`src/sv/lhm_pkg.sv`:
```
// ----------------------------------------------------------------------------
// lhm_pkg
// shared types and constants of the link health hysteresis monitor
// ----------------------------------------------------------------------------
`default_nettype none

package lhm_pkg;

  localparam int unsigned CountWidth = 32;
  localparam int unsigned LimitWidth = 8;
  localparam int unsigned RttWidth   = 15;
  localparam int unsigned HoldWidth  = 16;
  localparam int unsigned TimeWidth  = 32;
  localparam int unsigned TotalWidth = 32;

  localparam logic [LimitWidth-1:0] DefFailLimit = 8'd3;
  localparam logic [LimitWidth-1:0] RunMax       = 8'd255;
  localparam logic [HoldWidth-1:0]  RttNone      = 16'hFFFF;

  localparam logic OpProbe        = 1'b0;
  localparam logic OpForceUnknown = 1'b1;

  localparam logic [1:0] LinkUnknown  = 2'd0;
  localparam logic [1:0] LinkUp       = 2'd1;
  localparam logic [1:0] LinkDegraded = 2'd2;
  localparam logic [1:0] LinkDown     = 2'd3;

  typedef enum logic [3:0] {
    ST_UNKNOWN  = 4'b0001,
    ST_UP       = 4'b0010,
    ST_DEGRADED = 4'b0100,
    ST_DOWN     = 4'b1000
  } link_state_e;

  typedef enum logic [2:0] {
    NOTICE_NONE       = 3'd0,
    NOTICE_BACK_UP    = 3'd1,
    NOTICE_DOWN       = 3'd2,
    NOTICE_LOOKUP_BAD = 3'd3,
    NOTICE_ECHO_BAD   = 3'd4
  } notice_e;

  typedef struct packed {
    logic                 op;
    logic                 echo_ok;
    logic                 lookup_ok;
    logic [RttWidth-1:0]  round_trip_ms;
    logic [TimeWidth-1:0] now_seconds;
  } item_t;

  typedef struct packed {
    logic [1:0]                  link_state;
    logic [1:0]                  prior_state;
    logic                        state_changed;
    logic [2:0]                  notice;
    logic [TotalWidth-1:0]       check_total;
    logic [TotalWidth-1:0]       failure_total;
    logic signed [HoldWidth-1:0] last_round_trip;
    logic                        last_echo_ok;
    logic                        last_lookup_ok;
    logic [TimeWidth-1:0]        last_check_time;
    logic [TimeWidth-1:0]        changed_time;
  } result_t;

  function automatic logic [1:0] state_code(link_state_e st);
    logic [1:0] code;
    unique case (st)
      ST_UNKNOWN:  code = LinkUnknown;
      ST_UP:       code = LinkUp;
      ST_DEGRADED: code = LinkDegraded;
      ST_DOWN:     code = LinkDown;
      default:     code = LinkUnknown;
    endcase
    return code;
  endfunction

endpackage

`default_nettype wire

```
`src/sv/lhm_in_if.sv`:
```
// ----------------------------------------------------------------------------
// lhm_in_if
// probe request channel with valid/ready handshake
// ----------------------------------------------------------------------------
`default_nettype none

interface lhm_in_if;
  logic        valid;
  logic        ready;
  logic        op;
  logic        echo_ok;
  logic        lookup_ok;
  logic [14:0] round_trip_ms;
  logic [31:0] now_seconds;

  modport source (
    output valid, op, echo_ok, lookup_ok, round_trip_ms, now_seconds,
    input  ready
  );
  modport sink (
    input  valid, op, echo_ok, lookup_ok, round_trip_ms, now_seconds,
    output ready
  );
endinterface

`default_nettype wire

```
`src/sv/lhm_out_if.sv`:
```
// ----------------------------------------------------------------------------
// lhm_out_if
// link status result channel with valid/ready handshake
// ----------------------------------------------------------------------------
`default_nettype none

interface lhm_out_if;
  logic               valid;
  logic               ready;
  logic [1:0]         link_state;
  logic [1:0]         prior_state;
  logic               state_changed;
  logic [2:0]         notice;
  logic [31:0]        check_total;
  logic [31:0]        failure_total;
  logic signed [15:0] last_round_trip;
  logic               last_echo_ok;
  logic               last_lookup_ok;
  logic [31:0]        last_check_time;
  logic [31:0]        changed_time;

  modport source (
    output valid, link_state, prior_state, state_changed, notice, check_total,
           failure_total, last_round_trip, last_echo_ok, last_lookup_ok,
           last_check_time, changed_time,
    input  ready
  );
  modport sink (
    input  valid, link_state, prior_state, state_changed, notice, check_total,
           failure_total, last_round_trip, last_echo_ok, last_lookup_ok,
           last_check_time, changed_time,
    output ready
  );
endinterface

`default_nettype wire

```
`src/sv/lhm_cfg_if.sv`:
```
// ----------------------------------------------------------------------------
// lhm_cfg_if
// configuration write channel for the failure streak limit
// ----------------------------------------------------------------------------
`default_nettype none

interface lhm_cfg_if;
  logic       valid;
  logic       ready;
  logic [7:0] fail_streak_limit;

  modport source (output valid, fail_streak_limit, input ready);
  modport sink (input valid, fail_streak_limit, output ready);
endinterface

`default_nettype wire

```
`src/sv/lhm_core.sv`:
```
// ----------------------------------------------------------------------------
// lhm_core
// verdict, hysteresis state machine, counters and probe history
// ----------------------------------------------------------------------------
`default_nettype none

module lhm_core #(
  parameter int unsigned COUNT_WIDTH = lhm_pkg::CountWidth
) (
  input  logic                                clk_i,
  input  logic                                rst_ni,
  input  logic                                fire_i,
  input  logic [lhm_pkg::LimitWidth-1:0]      limit_i,
  input  lhm_pkg::item_t                      item_i,
  output lhm_pkg::result_t                    result_o
);
  import lhm_pkg::*;

  link_state_e            state_q, state_d, seen;
  logic [LimitWidth-1:0]  run_q, run_d;
  logic [COUNT_WIDTH-1:0] checks_q, checks_d;
  logic [COUNT_WIDTH-1:0] fails_q, fails_d;
  logic [HoldWidth-1:0]   rtt_q, rtt_d;
  logic                   echo_q, echo_d;
  logic                   lookup_q, lookup_d;
  logic [TimeWidth-1:0]   check_stamp_q, check_stamp_d;
  logic [TimeWidth-1:0]   change_stamp_q, change_stamp_d;
  logic                   changed;
  notice_e                notice;
  logic [63:0]            checks_wide, fails_wide;

  always_comb begin
    priority if (item_i.echo_ok && item_i.lookup_ok) begin
      seen = ST_UP;
    end else if (!item_i.echo_ok && !item_i.lookup_ok) begin
      seen = ST_DOWN;
    end else begin
      seen = ST_DEGRADED;
    end
  end

  always_comb begin
    state_d       = state_q;
    run_d         = run_q;
    checks_d      = checks_q;
    fails_d       = fails_q;
    rtt_d         = rtt_q;
    echo_d        = echo_q;
    lookup_d      = lookup_q;
    check_stamp_d = check_stamp_q;
    notice        = NOTICE_NONE;
    if (item_i.op == OpForceUnknown) begin
      state_d = ST_UNKNOWN;
      run_d   = '0;
    end else begin
      if (seen == ST_UP) begin
        run_d   = '0;
        state_d = ST_UP;
      end else begin
        run_d   = (run_q == RunMax) ? RunMax : run_q + 1'b1;
        fails_d = fails_q + 1'b1;
        if (run_d >= limit_i || state_q != ST_UP) begin
          state_d = seen;
        end
      end
      checks_d      = checks_q + 1'b1;
      echo_d        = item_i.echo_ok;
      lookup_d      = item_i.lookup_ok;
      check_stamp_d = item_i.now_seconds;
      if (item_i.echo_ok) begin
        rtt_d = {1'b0, item_i.round_trip_ms};
      end
      if (state_d != state_q) begin
        priority if (state_d == ST_UP) begin
          notice = (state_q != ST_UNKNOWN) ? NOTICE_BACK_UP : NOTICE_NONE;
        end else if (state_d == ST_DOWN) begin
          notice = NOTICE_DOWN;
        end else begin
          notice = item_i.echo_ok ? NOTICE_LOOKUP_BAD : NOTICE_ECHO_BAD;
        end
      end
    end
  end

  assign changed        = (state_d != state_q);
  assign change_stamp_d = changed ? item_i.now_seconds : change_stamp_q;

  always_ff @(posedge clk_i or negedge rst_ni) begin
    if (!rst_ni) begin
      state_q        <= ST_UNKNOWN;
      run_q          <= '0;
      checks_q       <= '0;
      fails_q        <= '0;
      rtt_q          <= RttNone;
      echo_q         <= 1'b0;
      lookup_q       <= 1'b0;
      check_stamp_q  <= '0;
      change_stamp_q <= '0;
    end else if (fire_i) begin
      state_q        <= state_d;
      run_q          <= run_d;
      checks_q       <= checks_d;
      fails_q        <= fails_d;
      rtt_q          <= rtt_d;
      echo_q         <= echo_d;
      lookup_q       <= lookup_d;
      check_stamp_q  <= check_stamp_d;
      change_stamp_q <= change_stamp_d;
    end
  end

  assign checks_wide = 64'(checks_d);
  assign fails_wide  = 64'(fails_d);

  always_comb begin
    result_o.link_state      = state_code(state_d);
    result_o.prior_state     = state_code(state_q);
    result_o.state_changed   = changed;
    result_o.notice          = notice;
    result_o.check_total     = checks_wide[TotalWidth-1:0];
    result_o.failure_total   = fails_wide[TotalWidth-1:0];
    result_o.last_round_trip = rtt_d;
    result_o.last_echo_ok    = echo_d;
    result_o.last_lookup_ok  = lookup_d;
    result_o.last_check_time = check_stamp_d;
    result_o.changed_time    = change_stamp_d;
  end

endmodule

`default_nettype wire

```
`src/sv/link_health_hysteresis_monitor.sv`:
```
// ----------------------------------------------------------------------------
// link_health_hysteresis_monitor
// link health tracker with failure streak hysteresis over probe requests
// pipeline: a request is held in the input register, then its result in the result register
// throughput: one request per cycle while out_o.ready is high, set by the input and result registers
// reset: link unknown, counters and stamps zero, round trip -1, limit 3
// ----------------------------------------------------------------------------
`default_nettype none

module link_health_hysteresis_monitor #(
  parameter int unsigned COUNT_WIDTH = lhm_pkg::CountWidth
) (
  input  logic       clk_i,
  input  logic       rst_ni,
  lhm_cfg_if.sink    cfg_i,
  lhm_in_if.sink     in_i,
  lhm_out_if.source  out_o
);
  import lhm_pkg::*;

  logic [LimitWidth-1:0] limit_q;
  logic                  in_valid_q;
  item_t                 item_q;
  logic                  res_valid_q;
  result_t               res_q;
  result_t               res_d;
  logic                  advance;
  logic                  fire;
  logic                  in_take;

  assign advance  = !res_valid_q || out_o.ready;
  assign fire     = in_valid_q && advance;
  assign in_i.ready = !in_valid_q || advance;
  assign in_take  = in_i.valid && in_i.ready;
  assign cfg_i.ready = 1'b1;

  always_ff @(posedge clk_i or negedge rst_ni) begin
    if (!rst_ni) begin
      limit_q <= DefFailLimit;
    end else if (cfg_i.valid) begin
      limit_q <= cfg_i.fail_streak_limit;
    end
  end

  always_ff @(posedge clk_i or negedge rst_ni) begin
    if (!rst_ni) begin
      in_valid_q  <= 1'b0;
      res_valid_q <= 1'b0;
    end else begin
      if (in_i.ready) begin
        in_valid_q <= in_i.valid;
      end
      if (advance) begin
        res_valid_q <= in_valid_q;
      end
    end
  end

  always_ff @(posedge clk_i) begin
    if (in_take) begin
      item_q.op            <= in_i.op;
      item_q.echo_ok       <= in_i.echo_ok;
      item_q.lookup_ok     <= in_i.lookup_ok;
      item_q.round_trip_ms <= in_i.round_trip_ms;
      item_q.now_seconds   <= in_i.now_seconds;
    end
    if (fire) begin
      res_q <= res_d;
    end
  end

  lhm_core #(
    .COUNT_WIDTH (COUNT_WIDTH)
  ) u_core (
    .clk_i    (clk_i),
    .rst_ni   (rst_ni),
    .fire_i   (fire),
    .limit_i  (limit_q),
    .item_i   (item_q),
    .result_o (res_d)
  );

  assign out_o.valid           = res_valid_q;
  assign out_o.link_state      = res_q.link_state;
  assign out_o.prior_state     = res_q.prior_state;
  assign out_o.state_changed   = res_q.state_changed;
  assign out_o.notice          = res_q.notice;
  assign out_o.check_total     = res_q.check_total;
  assign out_o.failure_total   = res_q.failure_total;
  assign out_o.last_round_trip = res_q.last_round_trip;
  assign out_o.last_echo_ok    = res_q.last_echo_ok;
  assign out_o.last_lookup_ok  = res_q.last_lookup_ok;
  assign out_o.last_check_time = res_q.last_check_time;
  assign out_o.changed_time    = res_q.changed_time;

endmodule

`default_nettype wire
```
`src/flat_wrapper.sv`:
```
// flat-port wrapper written by rule: the top's interface ports become plain ports
module link_health_hysteresis_monitor_flat import lhm_pkg::*;
#(
  parameter int unsigned COUNT_WIDTH = lhm_pkg::CountWidth
)
  (clk_i, rst_ni, cfg_i_valid, cfg_i_fail_streak_limit, cfg_i_ready, in_i_valid, in_i_op, in_i_echo_ok, in_i_lookup_ok, in_i_round_trip_ms, in_i_now_seconds, in_i_ready, out_o_valid, out_o_link_state, out_o_prior_state, out_o_state_changed, out_o_notice, out_o_check_total, out_o_failure_total, out_o_last_round_trip, out_o_last_echo_ok, out_o_last_lookup_ok, out_o_last_check_time, out_o_changed_time, out_o_ready);
  lhm_cfg_if cfg_i_i ();
  lhm_in_if in_i_i ();
  lhm_out_if out_o_i ();
  input  logic clk_i;
  input  logic rst_ni;
  input wire logic [$bits(cfg_i_i.valid)-1:0] cfg_i_valid;
  input wire logic [$bits(cfg_i_i.fail_streak_limit)-1:0] cfg_i_fail_streak_limit;
  output wire logic [$bits(cfg_i_i.ready)-1:0] cfg_i_ready;
  input wire logic [$bits(in_i_i.valid)-1:0] in_i_valid;
  input wire logic [$bits(in_i_i.op)-1:0] in_i_op;
  input wire logic [$bits(in_i_i.echo_ok)-1:0] in_i_echo_ok;
  input wire logic [$bits(in_i_i.lookup_ok)-1:0] in_i_lookup_ok;
  input wire logic [$bits(in_i_i.round_trip_ms)-1:0] in_i_round_trip_ms;
  input wire logic [$bits(in_i_i.now_seconds)-1:0] in_i_now_seconds;
  output wire logic [$bits(in_i_i.ready)-1:0] in_i_ready;
  output wire logic [$bits(out_o_i.valid)-1:0] out_o_valid;
  output wire logic [$bits(out_o_i.link_state)-1:0] out_o_link_state;
  output wire logic [$bits(out_o_i.prior_state)-1:0] out_o_prior_state;
  output wire logic [$bits(out_o_i.state_changed)-1:0] out_o_state_changed;
  output wire logic [$bits(out_o_i.notice)-1:0] out_o_notice;
  output wire logic [$bits(out_o_i.check_total)-1:0] out_o_check_total;
  output wire logic [$bits(out_o_i.failure_total)-1:0] out_o_failure_total;
  output wire logic [$bits(out_o_i.last_round_trip)-1:0] out_o_last_round_trip;
  output wire logic [$bits(out_o_i.last_echo_ok)-1:0] out_o_last_echo_ok;
  output wire logic [$bits(out_o_i.last_lookup_ok)-1:0] out_o_last_lookup_ok;
  output wire logic [$bits(out_o_i.last_check_time)-1:0] out_o_last_check_time;
  output wire logic [$bits(out_o_i.changed_time)-1:0] out_o_changed_time;
  input wire logic [$bits(out_o_i.ready)-1:0] out_o_ready;
  assign cfg_i_i.valid = cfg_i_valid;
  assign cfg_i_i.fail_streak_limit = cfg_i_fail_streak_limit;
  assign cfg_i_ready = cfg_i_i.ready;
  assign in_i_i.valid = in_i_valid;
  assign in_i_i.op = in_i_op;
  assign in_i_i.echo_ok = in_i_echo_ok;
  assign in_i_i.lookup_ok = in_i_lookup_ok;
  assign in_i_i.round_trip_ms = in_i_round_trip_ms;
  assign in_i_i.now_seconds = in_i_now_seconds;
  assign in_i_ready = in_i_i.ready;
  assign out_o_valid = out_o_i.valid;
  assign out_o_link_state = out_o_i.link_state;
  assign out_o_prior_state = out_o_i.prior_state;
  assign out_o_state_changed = out_o_i.state_changed;
  assign out_o_notice = out_o_i.notice;
  assign out_o_check_total = out_o_i.check_total;
  assign out_o_failure_total = out_o_i.failure_total;
  assign out_o_last_round_trip = out_o_i.last_round_trip;
  assign out_o_last_echo_ok = out_o_i.last_echo_ok;
  assign out_o_last_lookup_ok = out_o_i.last_lookup_ok;
  assign out_o_last_check_time = out_o_i.last_check_time;
  assign out_o_changed_time = out_o_i.changed_time;
  assign out_o_i.ready = out_o_ready;
  link_health_hysteresis_monitor #(.COUNT_WIDTH(COUNT_WIDTH)) u_core (.clk_i(clk_i), .rst_ni(rst_ni), .cfg_i(cfg_i_i), .in_i(in_i_i), .out_o(out_o_i));
endmodule
```
`config.mk`:
```
export PLATFORM = sky130hd
export DESIGN_NAME = link_health_hysteresis_monitor_flat
export DESIGN_NICKNAME = d
export VERILOG_FILES = /design/src/sv/lhm_pkg.sv /design/src/sv/lhm_in_if.sv /design/src/sv/lhm_out_if.sv /design/src/sv/lhm_cfg_if.sv /design/src/sv/lhm_core.sv /design/src/sv/link_health_hysteresis_monitor.sv /design/src/flat_wrapper.sv
export SDC_FILE = /design/constraint.sdc
export NUM_CORES = 1
export LEC_CHECK = 0
export BUFFER_PORTS_ARGS = -buffer_cell sky130_fd_sc_hd__buf_2
export CAP_MARGIN = 20
export CORE_UTILIZATION = 40
export CTS_CLUSTER_DIAMETER = 30
export DETAILED_ROUTE_END_ITERATION = 10
export SYNTH_ARGS = -nofsm -noshare
export SYNTH_HDL_FRONTEND = slang
export SYNTH_SLANG_ARGS = --single-unit
```
`constraint.sdc`:
```
create_clock -name clk_i -period 6.4 [get_ports clk_i]
set_input_delay 0.96 -clock clk_i [delete_from_list [all_inputs] [get_ports clk_i]]
set_output_delay 0.96 -clock clk_i [all_outputs]
set_load 0.01 [all_outputs]
```
==> flow_metrics.py <==
metrics = {
    "synthesis": {
        "synthTopCellsByCount": "204 x edfxtp_1, 149 x dfrtp_1, 105 x mux2_2",
        "yosys.area_share.simple_pct": 8.66,
        "synth_xor_area_share_pct": 7.35,
        "syn-num-nets": 1135,
        "synth-edff-count": 204,
        "synth-compound-area-share_pct": 1.74,
        "muxShareOfSynthArea_pct": 13.1,
        "synth_cells": 1059,
        "synth-seq-area-share_pct": 65.8,
        "synthAdderAreaFrac_pct": 1.03,
        "yosysUniqueCellTypes": 61,
        "synth_most_common_cell": "edfxtp_1",
        "synth_top_family_by_area": "multiplexers",
        "syn_area_um2": 15700,
        "synth_area_per_cell_um2": 14.9,
        "synthArstFlopShare_pct": 45.2,
        "yosysWarnings": 0,
        "yosys_register_bits": 372,
        "yosys-top-cells-area": "edfxtp_1 39%, dfrtp_1 24%, mux2_2 7.5%, mux2_4 5.6%, xor2_1 4.1%",
        "yosysTopAreaCellShare_pct": 38.9,
        "synth-main-ff-cell": "edfxtp_1",
        "yosysTopAreaCell": "edfxtp_1",
    },
    "global_routing": {
        "grt_max_degree": 121,
        "grt_pass1_wl_um": 49900,
        "grt_pass1_vias": 9362,
        "antenna_found_initial": 1,
        "grt-ovfl-total": 0,
        "grt_usage_pct": 15.6,
    },
    "sta": {
        "fmaxAchievable_mhz": 242,
        "setup_violations": 0,
        "slew_viol_final": 0,
        "clock_skew_ns": 0.0187,
        "timing.hold.ws_ns": 0.435,
        "period_needed_ns": 4.14,
        "finalCritPeriodShare_pct": 64.6,
        "worstMarginPinSlew_ns": 0.897,
        "setup_tns_ns": 0,
        "rsz0062_at_grt": "no",
        "final_hold_viol_count": 0,
        "relSlewSlack_pct": 40.2,
    },
    "final_layout": {
        "syn_to_final_growth_pct": 27.2,
        "n_fill_cell": 3288,
        "nets": 1402,
        "layout-drive-gt1-share_pct": 40.2,
        "final_core_util_pct": 51.7,
        "antenna_cells": 0,
        "fin_area_um2": 20000,
    },
    "worst_setup_path": {
        "cp_max_fo": 32,
        "crit_type": "flop to flop",
        "slowest_delay_ns": 0.60,
        "crit_path_end_kind": "flop",
        "cp.required_ns": 6.84,
        "critPathLaunchType": "flop",
        "cp_cell_sequence": "ha_1 -> and3_1 -> nand3_1 -> and2_1 -> ha_1 -> and3_1 -> o21ai_0 -> a31o_2 -> a21oi_1 -> a32o_2 -> nand2_8 -> mux2_4",
        "cp_slowest_cell": "a32o_2",
        "cp.arrival_ns": 4.58,
    },
    "drt": {
        "drtPass1Iterations": 4,
        "wl_per_cell_um": 16.2,
        "vias_per_cell": 4.77,
        "drtIter0Drc": 326,
        "ant_nets": 0,
        "vias": 9113,
        "drc": 0,
        "wl_um": 30900,
    },
    "clock_tree": {
        "cts_root_buf": "clkbuf_16",
        "cts_made_buffers": 80,
        "cts_hold_buffers": 0,
        "cts_tree": "done",
        "cts.path.max_buffers": 3,
        "cts_max_level": 3,
        "cts_resized": 0,
        "clk_pin_slew_worst_paths_ns": 0.05,
        "post_cts_buffers": 0,
        "insertion_delay_ns": 0.57,
        "cts_sinks": 372,
    },
    "power": {
        "power.leakage_nw": 8.77,
        "power.density_nw_per_um2": 407,
        "peakVddDrop_uv": 335,
    },
    "run_status": {
        "outcome": "finished clean",
    },
    "place": {
        "dpl_cell_area_um2": 17300,
        "port_buffers": 218,
        "place_hpwl_um": 19200,
        "gp_congestion": 0.777,
    },
    "die": {
        "dieArea_um2": 40100,
        "start_util_pct": 40.6,
        "placementRows": 72,
        "core_area_um2": 38700,
        "die_x_um": 200,
        "die_h_um": 200,
        "io_pins": 220,
    },
    "job": {
        "max-cap-violations": 0,
    },
    "worst_hold_path": {
        "holdCritPathClass": "input pin to async pin",
    },
}
cell usage in the layout (no fill, tap or decap), types with 3 or more instances in the layout:
master	count
buf_4	8
inv_6	6
nor3_1	15
clkbuf_16	81
clkinvlp_4	5
nand2b_1	6
mux2_4	59
o21ai_0	17
a21oi_1	11
nand3_1	32
dfrtp_1	149
a31oi_1	3
nand2_1	77
bufinv_16	10
clkbuf_1	7
dfstp_2	19
inv_1	17
and2_1	4
clkinv_1	8
buf_2	217
xor2_1	73
xnor2_1	59
clkbuf_8	7
nor2_1	72
and4_1	4
nor2b_1	5
ha_1	13
clkinv_2	16
edfxtp_1	204
and3_1	16
mux2_2	105
clkinv_4	5
nand4_1	18
per-layer routing:
| layer | wire, um | global-route usage, % | up-vias |
|---|---|---|---|
| li1 | - | - | 4325 |
| met1 | 13600 | 19.9 | 4498 |
| met2 | 14700 | 24.9 | 243 |
| met3 | 2020 | 4.60 | 45 |
| met4 | 634 | 6.65 | 2 |
| met5 | 13 | 0 | - |
flip-flops by register name (all words and copies together) (netlist names), 2 cells and up:
register	count
u_core.out_o.changed_time	32
u_core.u_core.check_stamp_q	32
u_core.out_o.last_round_trip	16
u_core.out_o.prior_state	2
u_core.out_o.failure_total	32
u_core.u_core.run_q	8
u_core.u_core.checks_q	32
u_core.out_o.link_state	2
u_core.out_o.last_check_time	32
u_core.item_q	50
u_core.u_core.rtt_q	16
u_core.u_core.fails_q	32
u_core.out_o.notice	3
u_core.out_o.check_total	32
u_core.u_core.state_q	4
u_core.limit_q	8
u_core.u_core.change_stamp_q	32
critical path: cells and delay by family (launching register included):
family | cells | cell delay, ns
and+or+nand+nor | 5 | 1.40
AOI/OAI and AO/OA | 4 | 1.11
adders and majority gates | 2 | 0.58
DFF | 1 | 0.44
muxes | 1 | 0.42
power by group:
part           switching (W)  internal, W  leakage (nW)  total, W
logic               0.000431     0.000480          3.36  0.000911
clock network        0.00128      0.00279          1.34   0.00407
registers           0.000189      0.00297          4.07   0.00316
final timing paths:
kind                                       startpoint                               to  slack (ns)  depth (start not counted)
min in group clk_i         u_core.u_core.checks_q[31]       u_core.u_core.checks_q[31]        0.48                          1
max reg2reg                    u_core.u_core.run_q[0]  u_core.u_core.change_stamp_q[3]        2.26                         12
max in group asynchronous                      rst_ni           u_core.u_core.run_q[6]        4.59                          2
max                            u_core.u_core.run_q[0]  u_core.u_core.change_stamp_q[3]        2.26                         12
min                                            rst_ni       u_core.u_core.checks_q[20]        0.43                          1
min reg2reg                u_core.u_core.checks_q[31]       u_core.u_core.checks_q[31]        0.48                          1
logic make-up (layout without fill, tap and decap cells):
family,count (synthesis),count (layout)
simple gates,272,272
compound gates,45,45
buf+inv,60,392
other cells,1,1
flops,372,372
fa+ha+maj,13,13
xor+xnor,132,132
mux,164,164
through the flow:
step | std cells | setup slack [ns] | total power, W
4_1_cts | 1909 | 2.24 | 0.00825
3_5_place_dp | 1762 | 2.25 | 0.00412
3_3_place_gp | 1762 | 2.43 | 0.00409
5_1_grt | 1909 | 1.92 | 0.00848
6_report | 1909 | 2.26 | 0.00814
2_1_floorplan | 1059 | 0.0377 | 0.00383
final cells by class:
cell class | count | area [um2] | area share, %
Inverter | 18 | 75.1 | 0.375
Sequential cell | 372 | 10400 | 51.7
Clock buffer | 95 | 2150 | 10.7
Tap cell | 518 | 648 | 3.24
Timing Repair Buffer | 227 | 1180 | 5.88
Clock inverter | 52 | 577 | 2.88
Multi-Input combinational cell | 627 | 5030 | 25.1
(Power assumes the default switching activity.)
